[src/rtl/rce_pkg.sv]
// Shared types and constants for the reference-counted entry cache.
// No dependencies.
package rce_pkg;

    localparam int ENTRIES = 64;
    localparam int IDX_W   = $clog2(ENTRIES);
    localparam int CNT_W   = IDX_W + 1;
    localparam int REF_W   = 16;
    localparam int VOL_W   = 4;
    localparam int NUM_W   = 32;
    localparam int TAG_W   = 1 + VOL_W + NUM_W;
    localparam int SLOT_W  = 6;
    localparam int STAT_W  = 3;

    localparam logic [REF_W-1:0] REF_MAX = '1;

    localparam logic [STAT_W-1:0] ST_OK       = 3'd0;
    localparam logic [STAT_W-1:0] ST_FILLED   = 3'd1;
    localparam logic [STAT_W-1:0] ST_FULL     = 3'd2;
    localparam logic [STAT_W-1:0] ST_LOADFAIL = 3'd3;
    localparam logic [STAT_W-1:0] ST_ZEROPUT  = 3'd4;

    localparam logic MODE_GET = 1'b0;
    localparam logic MODE_PUT = 1'b1;

    typedef struct packed {
        logic              mode;
        logic [VOL_W-1:0]  volume_id;
        logic [NUM_W-1:0]  object_number;
        logic [SLOT_W-1:0] release_slot;
        logic              load_ok;
    } in_t;

    typedef struct packed {
        logic [STAT_W-1:0] status;
        logic [SLOT_W-1:0] slot;
        logic [REF_W-1:0]  ref_count;
        logic              went_free;
    } out_t;

endpackage

[src/rtl/rce_ram.sv]
// Generic simple dual-port RAM, one write and one registered read port.
// No dependencies.
module rce_ram #(
    parameter int WIDTH = 8,
    parameter int DEPTH = 64
) (
    input  logic                     clk,
    input  logic                     we,
    input  logic [$clog2(DEPTH)-1:0] waddr,
    input  logic [WIDTH-1:0]         wdata,
    input  logic                     re,
    input  logic [$clog2(DEPTH)-1:0] raddr,
    output logic [WIDTH-1:0]         rdata
);

    logic [WIDTH-1:0] mem [DEPTH];
    logic [WIDTH-1:0] rdata_reg;

    always_ff @(posedge clk)
    begin
        if (we)
        begin
            mem[waddr] <= wdata;
        end
        if (re)
        begin
            rdata_reg <= mem[raddr];
        end
    end

    assign rdata = rdata_reg;

endmodule

[src/rtl/refcounted_entry_cache_top.sv]
// Top level: command FSM, tag scan and free-list update over four RAMs.
// Depends on rce_pkg and rce_ram.
// A put passes through read and update states before the registered done. A get
// scans the ENTRIES tags one per cycle from the tag RAM read port, then reads
// and updates the chosen entry; a full table ends the scan with ST_FULL.
// busy drops in the done cycle, so one command at a time.
// After reset a clearing pass over all ENTRIES entries initializes the RAMs;
// busy stays high meanwhile. The receiver cannot stall: done pulses one cycle.
module refcounted_entry_cache_top (
    input  logic         clk,
    input  logic         rst_n,
    input  logic         start,
    output logic         busy,
    input  rce_pkg::in_t cmd,
    output logic         done,
    output rce_pkg::out_t result
);
    import rce_pkg::*;

    localparam logic [2:0] S_CLEAR = 3'd0;
    localparam logic [2:0] S_IDLE  = 3'd1;
    localparam logic [2:0] S_SCAN  = 3'd2;
    localparam logic [2:0] S_READ  = 3'd3;
    localparam logic [2:0] S_EXEC  = 3'd4;

    localparam logic [1:0] K_HIT  = 2'd0;
    localparam logic [1:0] K_MISS = 2'd1;
    localparam logic [1:0] K_PUT  = 2'd2;

    localparam logic [IDX_W-1:0] LAST = IDX_W'(ENTRIES - 1);

    logic [2:0]       state_reg, state_next;
    in_t              cmd_reg, cmd_next;
    logic [CNT_W-1:0] cnt_reg, cnt_next;
    logic             cmp_vld_reg, cmp_vld_next;
    logic [IDX_W-1:0] cmp_idx_reg, cmp_idx_next;
    logic [IDX_W-1:0] tgt_reg, tgt_next;
    logic [1:0]       kind_reg, kind_next;
    logic [IDX_W-1:0] head_reg, head_next;
    logic [IDX_W-1:0] tail_reg, tail_next;
    logic [CNT_W-1:0] fcnt_reg, fcnt_next;
    out_t             res_reg, res_next;
    logic             done_reg, done_next;

    logic             tag_we, refs_we, next_we, prev_we, rd_re;
    logic [IDX_W-1:0] tag_wa, refs_wa, next_wa, prev_wa, tag_ra;
    logic [TAG_W-1:0] tag_wd, tag_rd;
    logic [REF_W-1:0] refs_wd, refs_rd;
    logic [IDX_W-1:0] next_wd, prev_wd, next_rd, prev_rd;

    logic [IDX_W-1:0] cnt_idx;
    logic             tag_match;
    logic [REF_W-1:0] ref_inc, ref_dec;

    rce_ram #(.WIDTH(TAG_W), .DEPTH(ENTRIES)) u_tag_ram (
        .clk(clk), .we(tag_we), .waddr(tag_wa), .wdata(tag_wd),
        .re(1'b1), .raddr(tag_ra), .rdata(tag_rd)
    );
    rce_ram #(.WIDTH(REF_W), .DEPTH(ENTRIES)) u_refs_ram (
        .clk(clk), .we(refs_we), .waddr(refs_wa), .wdata(refs_wd),
        .re(rd_re), .raddr(tgt_reg), .rdata(refs_rd)
    );
    rce_ram #(.WIDTH(IDX_W), .DEPTH(ENTRIES)) u_next_ram (
        .clk(clk), .we(next_we), .waddr(next_wa), .wdata(next_wd),
        .re(rd_re), .raddr(tgt_reg), .rdata(next_rd)
    );
    rce_ram #(.WIDTH(IDX_W), .DEPTH(ENTRIES)) u_prev_ram (
        .clk(clk), .we(prev_we), .waddr(prev_wa), .wdata(prev_wd),
        .re(rd_re), .raddr(tgt_reg), .rdata(prev_rd)
    );

    assign cnt_idx   = cnt_reg[IDX_W-1:0];
    assign tag_ra    = cnt_idx;
    assign tag_match = (tag_rd == {1'b1, cmd_reg.volume_id, cmd_reg.object_number});
    assign ref_inc   = (refs_rd == REF_MAX) ? REF_MAX : refs_rd + REF_W'(1);
    assign ref_dec   = refs_rd - REF_W'(1);
    assign rd_re     = (state_reg == S_READ);

    always_comb
    begin
        state_next   = state_reg;
        cmd_next     = cmd_reg;
        cnt_next     = cnt_reg;
        cmp_vld_next = 1'b0;
        cmp_idx_next = cmp_idx_reg;
        tgt_next     = tgt_reg;
        kind_next    = kind_reg;
        head_next    = head_reg;
        tail_next    = tail_reg;
        fcnt_next    = fcnt_reg;
        res_next     = res_reg;
        done_next    = 1'b0;

        tag_we  = 1'b0;
        tag_wa  = tgt_reg;
        tag_wd  = '0;
        refs_we = 1'b0;
        refs_wa = tgt_reg;
        refs_wd = '0;
        next_we = 1'b0;
        next_wa = tgt_reg;
        next_wd = '0;
        prev_we = 1'b0;
        prev_wa = tgt_reg;
        prev_wd = '0;

        unique case (state_reg)
            S_CLEAR:
            begin
                tag_we  = 1'b1;
                tag_wa  = cnt_idx;
                refs_we = 1'b1;
                refs_wa = cnt_idx;
                next_we = 1'b1;
                next_wa = cnt_idx;
                next_wd = (cnt_idx == LAST) ? '0 : cnt_idx + IDX_W'(1);
                prev_we = 1'b1;
                prev_wa = cnt_idx;
                prev_wd = (cnt_idx == '0) ? LAST : cnt_idx - IDX_W'(1);
                cnt_next = cnt_reg + CNT_W'(1);
                if (cnt_idx == LAST)
                begin
                    state_next = S_IDLE;
                end
            end
            S_IDLE:
            begin
                if (start)
                begin
                    cmd_next = cmd;
                    cnt_next = '0;
                    if (cmd.mode == MODE_GET)
                    begin
                        state_next = S_SCAN;
                    end
                    else if (32'(cmd.release_slot) >= ENTRIES)
                    begin
                        res_next  = '{status: ST_ZEROPUT, slot: cmd.release_slot,
                                      ref_count: '0, went_free: 1'b0};
                        done_next = 1'b1;
                    end
                    else
                    begin
                        tgt_next   = IDX_W'(cmd.release_slot);
                        kind_next  = K_PUT;
                        state_next = S_READ;
                    end
                end
            end
            S_SCAN:
            begin
                // tag read issued at cnt, compared in the next cycle
                if (cnt_reg < CNT_W'(ENTRIES))
                begin
                    cmp_vld_next = 1'b1;
                    cmp_idx_next = cnt_idx;
                    cnt_next     = cnt_reg + CNT_W'(1);
                end
                if (cmp_vld_reg && tag_match)
                begin
                    tgt_next   = cmp_idx_reg;
                    kind_next  = K_HIT;
                    state_next = S_READ;
                end
                else if (cmp_vld_reg && cmp_idx_reg == LAST)
                begin
                    if (fcnt_reg == '0)
                    begin
                        res_next   = '{status: ST_FULL, slot: '0,
                                       ref_count: '0, went_free: 1'b0};
                        done_next  = 1'b1;
                        state_next = S_IDLE;
                    end
                    else
                    begin
                        tgt_next   = head_reg;
                        kind_next  = K_MISS;
                        state_next = S_READ;
                    end
                end
            end
            S_READ:
            begin
                state_next = S_EXEC;
            end
            S_EXEC:
            begin
                state_next = S_IDLE;
                done_next  = 1'b1;
                res_next   = '{status: ST_OK, slot: SLOT_W'(tgt_reg),
                               ref_count: '0, went_free: 1'b0};
                case (kind_reg) inside
                    K_HIT, K_MISS:
                    begin
                        // unlink from free list: hit on zero count, or fill
                        if ((kind_reg == K_MISS && cmd_reg.load_ok)
                            || (kind_reg == K_HIT && refs_rd == '0
                                && fcnt_reg != '0))
                        begin
                            if (tgt_reg == head_reg)
                            begin
                                head_next = next_rd;
                            end
                            else
                            begin
                                next_we = 1'b1;
                                next_wa = prev_rd;
                                next_wd = next_rd;
                            end
                            if (tgt_reg == tail_reg)
                            begin
                                tail_next = prev_rd;
                            end
                            else
                            begin
                                prev_we = 1'b1;
                                prev_wa = next_rd;
                                prev_wd = prev_rd;
                            end
                            fcnt_next = fcnt_reg - CNT_W'(1);
                        end
                        refs_we = 1'b1;
                        if (kind_reg == K_HIT)
                        begin
                            refs_wd            = ref_inc;
                            res_next.ref_count = ref_inc;
                        end
                        else
                        begin
                            // failed load leaves the entry at the list head
                            tag_we = 1'b1;
                            if (cmd_reg.load_ok)
                            begin
                                tag_wd = {1'b1, cmd_reg.volume_id,
                                          cmd_reg.object_number};
                                refs_wd            = REF_W'(1);
                                res_next.ref_count = REF_W'(1);
                                res_next.status    = ST_FILLED;
                            end
                            else
                            begin
                                res_next.status = ST_LOADFAIL;
                            end
                        end
                    end
                    default:
                    begin
                        res_next.slot = cmd_reg.release_slot;
                        if (refs_rd == '0)
                        begin
                            res_next.status = ST_ZEROPUT;
                        end
                        else
                        begin
                            refs_we            = 1'b1;
                            refs_wd            = ref_dec;
                            res_next.ref_count = ref_dec;
                            if (ref_dec == '0)
                            begin
                                res_next.went_free = 1'b1;
                                if (fcnt_reg == '0)
                                begin
                                    head_next = tgt_reg;
                                end
                                else
                                begin
                                    next_we = 1'b1;
                                    next_wa = tail_reg;
                                    next_wd = tgt_reg;
                                    prev_we = 1'b1;
                                    prev_wa = tgt_reg;
                                    prev_wd = tail_reg;
                                end
                                tail_next = tgt_reg;
                                fcnt_next = fcnt_reg + CNT_W'(1);
                            end
                        end
                    end
                endcase
            end
            default:
            begin
                state_next = S_IDLE;
            end
        endcase
    end

    always_ff @(posedge clk or negedge rst_n)
    begin
        if (!rst_n)
        begin
            state_reg   <= S_CLEAR;
            cnt_reg     <= '0;
            cmp_vld_reg <= 1'b0;
            head_reg    <= '0;
            tail_reg    <= LAST;
            fcnt_reg    <= CNT_W'(ENTRIES);
            done_reg    <= 1'b0;
        end
        else
        begin
            state_reg   <= state_next;
            cnt_reg     <= cnt_next;
            cmp_vld_reg <= cmp_vld_next;
            head_reg    <= head_next;
            tail_reg    <= tail_next;
            fcnt_reg    <= fcnt_next;
            done_reg    <= done_next;
        end
    end

    always_ff @(posedge clk)
    begin
        cmd_reg     <= cmd_next;
        cmp_idx_reg <= cmp_idx_next;
        tgt_reg     <= tgt_next;
        kind_reg    <= kind_next;
        res_reg     <= res_next;
    end

    assign busy   = (state_reg != S_IDLE);
    assign done   = done_reg;
    assign result = res_reg;

    a_fcnt_range: assert property (@(posedge clk) disable iff (!rst_n)
        fcnt_reg <= CNT_W'(ENTRIES))
        else $error("free count above table size");
    a_start_reacts: assert property (@(posedge clk) disable iff (!rst_n)
        start && !busy |=> busy || done)
        else $error("accepted word produced no activity");
    a_went_free: assert property (@(posedge clk) disable iff (!rst_n)
        done && result.went_free |-> result.status == ST_OK && result.ref_count == '0)
        else $error("went_free with nonzero count");
    a_full_empty: assert property (@(posedge clk) disable iff (!rst_n)
        done && result.status == ST_FULL |-> fcnt_reg == '0)
        else $error("table full reported with free entries");

endmodule
[config.mk]
export PLATFORM = sky130hd
export DESIGN_NAME = refcounted_entry_cache_top
export DESIGN_NICKNAME = d
export VERILOG_FILES = /design/src/rtl/rce_pkg.sv /design/src/rtl/rce_ram.sv /design/src/rtl/refcounted_entry_cache_top.sv
export SDC_FILE = /design/constraint.sdc
export NUM_CORES = 2
export LEC_CHECK = 0
export BUFFER_PORTS_ARGS = -buffer_cell sky130_fd_sc_hd__buf_2
export CELL_PAD_IN_SITES_DETAIL_PLACEMENT = 0
export CELL_PAD_IN_SITES_GLOBAL_PLACEMENT = 1
export CORE_ASPECT_RATIO = 0.9
export CORE_MARGIN = 2
export CORE_UTILIZATION = 30
export CTS_CLUSTER_SIZE = 40
export DETAILED_ROUTE_END_ITERATION = 8
export PLACE_DENSITY = 0.47
export SYNTH_ARGS = -nofsm -noshare
export SYNTH_HDL_FRONTEND = slang
export SYNTH_MEMORY_MAX_BITS = 65536
export SYNTH_SLANG_ARGS = --single-unit
[constraint.sdc]
create_clock -name clk -period 5.55 [get_ports clk]
set_input_delay 1.11 -clock clk [delete_from_list [all_inputs] [get_ports clk]]
set_output_delay 1.11 -clock clk [all_outputs]
set_load 0.005 [all_outputs]
======== Word-level counts from Yosys, hierarchy flattened ========
Memory sizes are Yosys's and may differ from the RTL's. A register that Yosys moved wholly into a read port is not among the register bits.
Cells that the tools add are included.
cells by class
  add/subtract/negate cells ............... 7
  order comparisons ....................... 1
  equal/unequal tests ..................... 25
  mux-type cells .......................... 118
  reduce and logical (&&, ||, !) cells .... 28
operators with widths
  operator                                            count
  two-way mux 6 bit                                   40
  two-way mux 37 bit                                  4
  two-way mux 16 bit                                  6
  two-way mux 26 bit                                  3
  one-hot mux 6 bit (2 select lines)                  5
  one-hot mux 26 bit (2 select lines)                 1
  two-way mux 7 bit                                   6
  equality test 37 bit                                1
  logical NOT 16 bit                                  2
  two-way mux 1 bit                                   30
  one-hot mux 7 bit (3 select lines)                  1
  inequality test 2 bit, second input constant        10
  two-way mux 3 bit                                   6
  two-way mux 17 bit                                  1
  adder 16 x 1 -> 16 bit, second input constant       1
  equality test 16 bit, second input constant         1
  two-way mux 2 bit                                   8
  subtractor 16 x 1 -> 16 bit, second input constant  1
  AND reduction 5 bit                                 3
  adder 7 x 1 -> 7 bit, second input constant         2
  equality test 6 bit                                 2
  equality test 6 bit, second input constant          2
  one-hot mux 3 bit (4 select lines)                  1
  AND reduction 4 bit                                 3
  25 further kinds                                    39
word-level totals
  bits in registers ....................... 114
  RAM bits ................................ 4160
  input bits .............................. 47
  output and inout bits ................... 28
  word-level logic and storage cells ...... 201
  memories kept ........................... 4
memories
  name            words  bits a word  read ports  clocked after memory_dff  wr ports  line           source
  u_tag_ram.mem   64     37           1           1                         1         rce_ram.sv:16  logic [WIDTH-1:0] mem [DEPTH];
  u_refs_ram.mem  64     16           1           1                         1         rce_ram.sv:16
  u_next_ram.mem  64     6            1           1                         1         rce_ram.sv:16
  u_prev_ram.mem  64     6            1           1                         1         rce_ram.sv:16

======== Logic depth before layout (Yosys ltp) ========
  word-level depth ........................ 9
  depth in mapped cells ................... 14
  gate-level depth less buffers ........... 10

======== Modules after synthesis ========
A second synthesis with hierarchy kept.
second synthesis, totals
  cells, all modules ...................... 7976
  area, all modules ....................... 169149.7 µm²
modules (own cells, without submodules)
  module                      instances  cells each  area each (µm²)  seq. area each (µm²)
  rce_ram (u_tag_ram)         1          3922        90835.9          72219.3
  rce_ram (u_refs_ram)        1          1829        40202.3          31230.0
  rce_ram (u_prev_ram)        1          720         15285.9          11711.2
  rce_ram (u_next_ram)        1          729         15265.9          11711.2
  refcounted_entry_cache_top  1          776         7559.8           3276.9

======== Least setup slack after synthesis ========
No wires, ideal clock.
  path kind ............................... input port to flip-flop
  start point ............................. in start
  end point ............................... reg cmd_reg[0] (netlist name), enable pin
  library setup time ...................... 569 ps
  arrival ................................. 5586 ps
  required time ........................... 4981 ps
  path slack .............................. -605 ps
  cell stages on the path ................. 1
  cells stage by stage .................... nor4b_1
on the way
  longest elaborated chain between the ends .. 1
ends and longest elaborated chain
  what                                  line                               source
  start: declaration                    refcounted_entry_cache_top.sv:12   input logic start,
  AND reduction 2 bit (no source line)  --
  end signal: assignment                refcounted_entry_cache_top.sv:314  cmd_reg <= cmd_next;
  end: declaration                      refcounted_entry_cache_top.sv:33   in_t cmd_reg, cmd_next;
No other way between the ends.
A chain may end at the register's enable or synchronous reset.

======== Worst setup path in the final report ========
  start point ............................. reg u_refs_ram.rdata_reg[0], in the netlist u_refs_ram.rdata[0], read port of u_refs_ram.mem
  end point ............................... mem u_next_ram.mem[35][4] (netlist name), enable pin
on the way
  longest elaborated chain between the ends .. 9
  elaborated cells on any way between the ends .. 18
  those cells by class .................... add/sub (1); mux (12); reduce/logical (5)
ends and longest elaborated chain
  what                                                                 line           source
  start: declaration                                                   rce_ram.sv:17  logic [WIDTH-1:0] rdata_reg;
  branches (longest 9 deep; another with subtractor 16 x 1 -> 16 bit)  --
  end: declaration                                                     rce_ram.sv:16
Parallel ways; which one is timed is not known.

==> results.toml <==
[worst_setup_path]
cp_slowest_cell = "nor3_1"
crit_arrival_ns = 5.84
r2r_slack_ns = 0.30
crit_family = "simple AND/OR/NAND/NOR gates"
crit_type = "reg -> reg"
slowest_delay_ns = 0.86
crit_fanout = 10
critPathBufInv = 1
cp-start-kind = "flip-flop"
path_cells = "inv_1 > ha_1 > nor4b_1 > nand4_2 > o31a_1 > nor2_1 > a221oi_1 > a311oi_1 > nand4_1 > nor3_1"
required_ns = 6.15
crit_path_end_kind = "flip-flop"

[logic_synthesis]
ys_types = 79
synth_edf_count = 4271
synth_area_mm2 = 0.168
synthCells = 7183
syn_nets = 7242
ys_ff_latch = 4339
yosys_warnings = 0
synthArstFlopShare = 0.00714
synthFlopType = "edfxtp_1"
yosysSeqAreaShare = 0.773
synth_area_per_cell_um2 = 23.4

[clock_network]
hold_buffers = 0
cts.sinks = 4339
cts_root_buf = "clkbuf_16"
h-tree-depth = 5
clk_pin_slew_ns = 0.06
cts_setup_buffers = 0
cts_buffer_depth = 4
numCtsBuffers = 467
clock_latency_ns = 1.03
cts-resized-gates = 0
cts_tree = "done"

[die]
fp.dieW_um = 793
fp.coreArea_mm2 = 0.557
start_util = 0.301
num_rows = 260
die_area_mm2 = 0.566
num_io_pins = 75
die_h_um = 714

[power]
power.density_mw_per_mm2 = 483
worst_ir_drop_vdd_mv = 0.343
p_leak_uw = 0.0608

[run_status]
status = "complete, no violations"

[worst_hold_path]
hold_class = "in -> async"

[timing]
maxSlewHeadroom = 0.0764
finalCritPeriodShare = 0.945
finClkSkew_ns = 0.0768
setup_tns_ns = 0
min_period_ns = 5.25
setup_viol = 0
worst_pin_slew_ns = 1.39
grt_setup_unrepaired = "no"
drv_slew = 0
max_freq_mhz = 191
hold_viol = 0

[final_layout]
top_regs = "u_tag_ram.mem x2368, u_refs_ram.mem x1024"
layout.nets = 7735
largest-register = "u_tag_ram.mem"
synthToLayoutAreaGrowth_pct = 16.4
largest_reg_flops = 2368
drive_gt1_frac = 0.328
utilization = 0.351
most-common-layout-cells = "edfxtp_1, mux4_2, clkbuf_16, buf_4, nor2_1"
layout_commonest_cell = "edfxtp_1"

[global_route]
grt_pass1_wl_mm = 667
grtUsageMet2 = 0.265
grt_pass1_vias = 81700
grt_use_total = 0.166
met1_usage = 0.245
grt_use_met3 = 0.0197
grt_max_degree = 130
grt.overflow.total = 0
antenna_found_initial = 38
busiest_layer = "met2"

[routing]
drt_iter0_markers = 7957
firstDrtPassIters = 6
wl_mm = 479
vias_per_cell = 5.06
vias = 78700
drc = 0
wl_per_cell_um = 30.8
antenna_left = 0

[placed_design]
place_hpwl_mm = 270
port_buffers = 74
place_congestion = 0.771

[run]
cap_violations = 0
## logic make-up after synthesis
logic type                 count (synthesis)  synth area share
DFF                                     4339             0.773
muxes                                   1396             0.183
and+or+nand+nor                          665            0.0192
buffers and inverters                    420           0.00962
AOI/OAI and AO/OA                        276            0.0108
xor gates and xnor gates                  75           0.00391
adders and majority gates                 12          0.000939
## layer usage
layer	part of all wire	vias to the layer above
met1	0.46	43800
met4	0.022	0
li1	-	31900
met5	0	-
met2	0.47	2359
met3	0.049	581
## power breakdown
group | internal (uW) | switching, uW | leakage (uW)
sequential | 38300 | 891 | 0.0408
clock | 17800 | 13000 | 0.00738
combinational | 10000 | 14500 | 0.0127
## synth_stat cells (37+ instances only)
| master | count | area [um^2] |
|---|---|---|
| edfxtp_1 | 4271 | 128000 |
| mux4_2 | 1336 | 30100 |
| clkbuf_1 | 274 | 1030 |
| nor2_1 | 272 | 1020 |
| nand2_1 | 112 | 420 |
| buf_1 | 107 | 402 |
| a21oi_1 | 71 | 355 |
| o21ai_0 | 59 | 295 |
| xor2_1 | 51 | 447 |
| nor3_1 | 44 | 220 |
| and3_1 | 43 | 269 |
| nor4_1 | 43 | 269 |
| mux2i_1 | 40 | 400 |
| nand3_1 | 40 | 200 |
| dfxtp_1 | 37 | 741 |
## final timing paths
kind | startpoint | end | depth (start not counted)
worst max-delay path | u_refs_ram.rdata[0] | u_next_ram.mem[35][4] | 10
worst min-delay path | rst_n | done | 1
worst max register to register | u_refs_ram.rdata[0] | u_next_ram.mem[35][4] | 10
worst min register to register | fcnt_reg[6] | fcnt_reg[6] | 1
max in group asynchronous | rst_n | cnt_reg[4] | 1
min in group clk | cmd[9] | cmd_reg[9] | 1
## per-stage QoR
stage / hold WS, ns / instance area (um^2) / total power, uW / std cells / setup slack (ns)
6_report: 0.270 / 196000 / 94500 / 15600 / 0.305
2_1_floorplan: 0.423 / 168000 / 53800 / 7183 / 0.00495
3_3_place_gp: 0.480 / 180000 / 64800 / 14700 / 0.574
3_5_place_dp: 0.484 / 180000 / 64900 / 14700 / 0.454
5_1_grt: 0.211 / 196000 / 98100 / 15500 / 0.0881
4_1_cts: 0.166 / 196000 / 96000 / 15500 / 0.476
## cell type report
type	count	area [um^2]
fillers	51000	362000
flip-flops and latches	4339	130000
multi-input cells	2424	37500
clock buffers	586	12400
well taps	7467	9340
repair buffers	424	3770
clock inverters	285	2720
inverters	20	75.1
diodes	10	25.0
No activity file was read; power rests on OpenSTA's default activity.
